### config.mk
export PLATFORM = sky130hd
export DESIGN_NAME = lebr_ctrl
export DESIGN_NICKNAME = d
export VERILOG_FILES = /design/src/sv/lebr_pkg.sv /design/src/sv/lebr_ctrl.sv
export SDC_FILE = /design/constraint.sdc
export NUM_CORES = 1
export LEC_CHECK = 0
export BUFFER_PORTS_ARGS = -buffer_cell sky130_fd_sc_hd__buf_2
export CAP_MARGIN = 20
export CORE_AREA = 2 2 39 41
export DETAILED_ROUTE_END_ITERATION = 7
export DIE_AREA = 0 0 41 43
export SETUP_SLACK_MARGIN = 0.4
export SLEW_MARGIN = 30
export SYNTH_ARGS = -nofsm -noshare
export SYNTH_HDL_FRONTEND = slang
export SYNTH_SLANG_ARGS = --single-unit
### constraint.sdc
create_clock -name i_clk -period 1.2 [get_ports i_clk]
set_clock_uncertainty 0.05 [all_clocks]
set_input_delay 0.24 -clock i_clk [delete_from_list [all_inputs] [get_ports i_clk]]
set_output_delay 0.24 -clock i_clk [all_outputs]
set_load 0.02 [all_outputs]
### src/sv/lebr_pkg.sv
// Shared constants and controller/datapath handoff types for the
// longest equal bit run tracker. No dependencies.
package lebr_pkg;

    // Fixed field widths
    localparam int POS_W = 10;
    localparam int LEN_W = 11;

    // Largest reportable run
    localparam logic [LEN_W-1:0] RUN_MAX = '1;

    // Operation codes of an input item
    localparam logic FUNC_LOAD = 1'b0;
    localparam logic FUNC_FLIP = 1'b1;

    // Controller to datapath commands
    typedef struct packed {
        logic clr_wr;    // write one clearing entry, advance sweep
        logic load;      // capture input item, read its leaf
        logic leaf_wr;   // write updated leaf, read its sibling
        logic climb;     // join with sibling, write parent, read next sibling
        logic q_init;    // start prefix walk from the root
        logic q_step;    // descend one level of the prefix walk
        logic q_leaf;    // read the last leaf of the prefix
        logic out_load;  // capture the result item
    } t_cmd;

    // Datapath to controller status
    typedef struct packed {
        logic clr_done;  // last clearing entry is being written
        logic ignored;   // captured position is out of range
        logic at_root;   // the next parent written is the root
        logic walk_last; // this walk step reaches the leaf level
    } t_sts;

endpackage

### src/sv/lebr_ctrl.sv
// Sequencing controller of the tracker: clearing sweep, leaf update,
// climb to the root, prefix walk and result handoff. Depends on lebr_pkg.
module lebr_ctrl import lebr_pkg::*; (
    input  logic i_clk,
    input  logic i_rst_n,
    input  logic i_in_valid,
    output logic o_in_ready,
    output logic o_out_valid,
    input  logic i_out_ready,
    input  t_sts i_sts,
    output t_cmd o_cmd
);

    typedef enum logic [3:0] {
        S_CLEAR,
        S_IDLE,
        S_LEAF,
        S_CLIMB,
        S_QINIT,
        S_QWALK,
        S_QLEAF,
        S_QDRAIN,
        S_OUT
    } t_state;

    t_state r_state, n_state;
    logic   r_out_vld, n_out_vld;
    logic   out_free;

    assign out_free = !r_out_vld || i_out_ready;

    // Decode commands and next state
    always_comb begin
        o_cmd   = '0;
        n_state = r_state;
        case (r_state)
            S_CLEAR: begin
                o_cmd.clr_wr = 1'b1;
                if (i_sts.clr_done) begin
                    n_state = S_IDLE;
                end
            end
            S_IDLE: begin
                if (i_in_valid) begin
                    o_cmd.load = 1'b1;
                    n_state    = S_LEAF;
                end
            end
            S_LEAF: begin
                if (i_sts.ignored) begin
                    n_state = S_QINIT;
                end else begin
                    o_cmd.leaf_wr = 1'b1;
                    n_state       = S_CLIMB;
                end
            end
            S_CLIMB: begin
                o_cmd.climb = 1'b1;
                if (i_sts.at_root) begin
                    n_state = S_QINIT;
                end
            end
            S_QINIT: begin
                o_cmd.q_init = 1'b1;
                n_state      = S_QWALK;
            end
            S_QWALK: begin
                o_cmd.q_step = 1'b1;
                if (i_sts.walk_last) begin
                    n_state = S_QLEAF;
                end
            end
            S_QLEAF: begin
                o_cmd.q_leaf = 1'b1;
                n_state      = S_QDRAIN;
            end
            S_QDRAIN: begin
                n_state = S_OUT;
            end
            S_OUT: begin
                if (out_free) begin
                    o_cmd.out_load = 1'b1;
                    n_state        = S_IDLE;
                end
            end
            default: begin
                n_state = S_IDLE;
            end
        endcase
    end

    // Result valid: set on capture, drop when taken
    always_comb begin
        n_out_vld = r_out_vld;
        if (o_cmd.out_load) begin
            n_out_vld = 1'b1;
        end else if (i_out_ready) begin
            n_out_vld = 1'b0;
        end
    end

    // Hold state and result valid
    always_ff @(posedge i_clk) begin
        if (!i_rst_n) begin
            r_state   <= S_CLEAR;
            r_out_vld <= 1'b0;
        end else begin
            r_state   <= n_state;
            r_out_vld <= n_out_vld;
        end
    end

    assign o_in_ready  = (r_state == S_IDLE);
    assign o_out_valid = r_out_vld;

endmodule

### After elaboration in Yosys (flattened, before gate mapping)

Cells that the tools add are included.

* memory bits (writable): 0
* bits in latches: 0
* memories kept: 0
* bits in registers: 5
* bits in read-only memories: 0

* div/mod/pow operators: 0
* multiplexer cells: 20
* $add $sub $neg: 0
* $lt $le $gt $ge: 0
* multiply operators: 0
* bitwise logic cells: 0
* shift-type cells: 0
* equal/unequal tests: 13
* reductions and logical operators: 5

Operator list (count)
* $pmux W4 S9: 1
* $mux W4: 5
* $eq A4 B3 Y1 const B: 4
* $mux W1: 13
* $ne A2 B2 Y1 const B: 5
* $eq A4 B2 Y1 const B: 2
* $reduce_and A5 Y1: 1
* $eq A4 B1 Y1 const B: 1
* $eq A4 B4 Y1 const B: 1
* $logic_not A4 Y1: 1
* $mux W3: 1
* $reduce_bool A2 Y1: 1
* $logic_not A1 Y1: 1
* $logic_or A1 B1 Y1: 1

### Depth between registers and ports, before layout

* depth after elaboration: 5
* mapped depth: 5
* mapped depth without buffers: 4

### Worst setup path before layout

Ideal clock, no wire load.

* path kind: register -> output
* from: register r_state[1]
* to: output port o_cmd[6] (netlist bit)
* path slack: -485 ps
* required time: 910 ps
* arrival: 1395 ps
* path buffers: 1
* cell stages (with the launch flop): 4
* path through: dfxtp_1 clkbuf_1 nor3_1 and2_1

RTL lines
* start, declared: line lebr_ctrl.sv:26 `t_state r_state, n_state;`
* start signal, assigned: line lebr_ctrl.sv:108 `r_state <= n_state;`
* end, declared: line lebr_ctrl.sv:11 `output t_cmd o_cmd`

==> results.yml <==
power:
  net-switching-power_uw: 416
  power.internal_uw: 680
  p_seq_share_pct: 22.3
  swShare_pct: 38.0
  cellLeakagePower_nw: 0.392
  p_clk_share_pct: 18.3
  ir_worst_vdd_v: 0.000737
  p_per_area_mw_per_mm2: 1260
  p_comb_share_pct: 59.3
critical_path:
  end_kind: "output pin"
  slowest_stage: "dfxtp_2"
  critPathKind: "reg2out"
  crit_path_start_kind: "flop"
  cp.arrival_ps: 1260
  crit_path_max_incr_delay_ps: 340
  path_max_fanout: 4
  critPathRequiredTime_ps: 910
  path_cells: "buf_6 > nor4b_4 > nor2b_1 > buf_4"
status:
  violations: "setup timing"
  status: "complete, but fails checks"
grt:
  gr-total-overflow: 0
  busiest_layer: "met2"
  grtUsageMet2_pct: 27.2
  grt_use_total_pct: 18.8
  grtUsageMet3_pct: 7.85
  antenna_found_initial: 0
  grt_pass1_vias: 523
  grt_max_degree: 8
  grt_use_met1_pct: 25.5
  grt_pass1_wl_mm: 2.25
clock_tree:
  clk_latency_ps: 250
  clk_pin_slew_worst_paths_ps: 50
  cts_buffers: 3
  cts.sinks: 5
  tritoncts: "done"
  max-clock-path-buffers: 2
  h-tree-depth: 1
  clockRootBuffer: "clkbuf_4"
detailed_routing:
  routed_wl_mm: 1.48
  drt_iter0_markers: 3
  routed_via_density: 5.10
  first_pass_iters: 4
  wl_per_cell_um: 14.0
  drc: 0
  antenna_left: 0
  num_vias: 536
placed_design:
  pre_cts_ws_ps: -200
  dp_hpwl_um: 863
  gp_congestion: 0.710
  io_buffers: 17
floorplan:
  ioPinCount: 18
  die-area_mm2: 0.00176
  die_h_um: 43
  core_mm2: 0.00138
  start_util_pct: 31.5
  die_x_um: 41
  rows: 14
sta:
  fmax_ghz: 0.645
  tns_ps: -3390
  finalHoldViolCount: 0
  setup_viol: 14
  grt_setup_unrepaired: "yes"
  fin_crit_ps: 1550
  layout_setup_ws_ps: -349
  slew_violations: 0
  relSlewSlack_pct: 77.5
  tightest_slew_ps: 335
  fin_crit_sh_pct: 129
synth:
  synth_top_cell_area_share_pct: 23.0
  synth_edf_count: 0
  syn_inst: 53
  ys.flop_type: "dfxtp_1"
  ys_top_cells_by_area: "dfxtp_1 (23%), nand2b_1 (8.6%), mux2i_1 (4.6%), a31oi_1 (4.3%), nor4_1 (4.3%)"
  synthArstFlopShare_pct: 0
  synth_seq_area_share_pct: 23.0
  syn_area_um2: 435
  synth_nets: 61
  ys_warn_count: 0
  synth.distinct_cells: 27
  synth_commonest_cells: "nand2b_1 (6), dfxtp_1 (5), nand2_1 (4)"
  syn_avg_cell_area_um2: 8.22
  yosys.area.top_type: "dfxtp_1"
  yosys_register_bits: 5
  synth.most_common_cell: "nand2b_1"
finish:
  diodes: 0
  syn_to_final_growth_pct: 99.4
  finish.utilization_pct: 62.7
  nets: 98
  drive_above_1_share_pct: 71.9
run:
  maxCapViolations: 0
hold_path:
  min_path_type: "in2reg"
==> worst paths after layout <==
check                                start           to  slack [ps]  depth (start not counted)
worst max-delay path            r_state[2]     o_cmd[0]        -350                          4
worst min-delay path               i_rst_n  o_out_valid         220                          2
worst max register to register  r_state[2]   r_state[0]        -340                          5
worst min register to register  r_state[2]   r_state[2]         570                          3
==> layout make-up <==
class                           instances  area, um2
Sequential cell                         5        111
Multi-Input combinational cell         42        398
Tap cell                               16       20.0
Timing Repair Buffer                   37        309
Inverter                                1       3.75
Clock buffer                            4       26.3
Fill cell                             118        515
==> layer usage <==
metal / wire length [um] / vias up
met5: 0 / -
met4: 6 / 0
met3: 47 / 2
met2: 777 / 11
met1: 643 / 265
li1: - / 258
==> flip-flops by register name (all words and copies together), names as in the netlist <==
name,flops
o_out_valid,1
r_state,4
==> critical path, delay by kind of cell (launching register included) <==
family        cells  cell delay, ps
buf+inv           2             280
flops             1             340
simple gates      2             390
==> cell usage in the layout, fill, tap and decap left out, drive strengths merged, types with 3 or more instances in the layout <==
master   n
clkbuf   4
nor2b    3
buf     37
nand2b   7
a31oi    3
nand2    4
nor4     3
nor3     3
dfxtp    5
==> kinds of logic (layout without fill, tap and decap cells) <==
family                 after synthesis  after routing  share of synthesized area (%)
AOI/OAI and AO/OA                   10             10                           16.4
muxes                                3              3                           8.05
and+or+nand+nor                     29             29                           44.2
DFF                                  5              5                           23.0
buffers and inverters                6             42                           8.33
==> metrics by stage <==
step,cells,cell area (um2),power (mW),hold WS [ps]
2_1_floorplan,53,503,0.549,308
3_3_place_gp,91,641,0.688,479
3_5_place_dp,91,641,0.691,480
4_1_cts,103,831,1.06,210
5_1_grt,105,868,1.16,209
6_report,105,868,1.10,222
==> power groups by stage <==
stage | Combinational (mW) | Sequential (mW) | Clock, mW
2_1_floorplan | 0.329 | 0.220 | 0
3_3_place_gp | 0.448 | 0.240 | 0
3_5_place_dp | 0.450 | 0.241 | 0
4_1_cts | 0.605 | 0.241 | 0.211
5_1_grt | 0.693 | 0.249 | 0.223
6_report | 0.650 | 0.245 | 0.201
==> what timing repair did <==
item / 4_1_cts / 5_1_grt
hold buffers: 0 / 0
buffers inserted: 8 / 2
gates resized for setup: 34 / 6
endpoints found under the hold margin: 0 / 0
setup endpoints to repair: 15 / 15
pin swaps: 6 / 2
(Power assumes the default switching activity.)
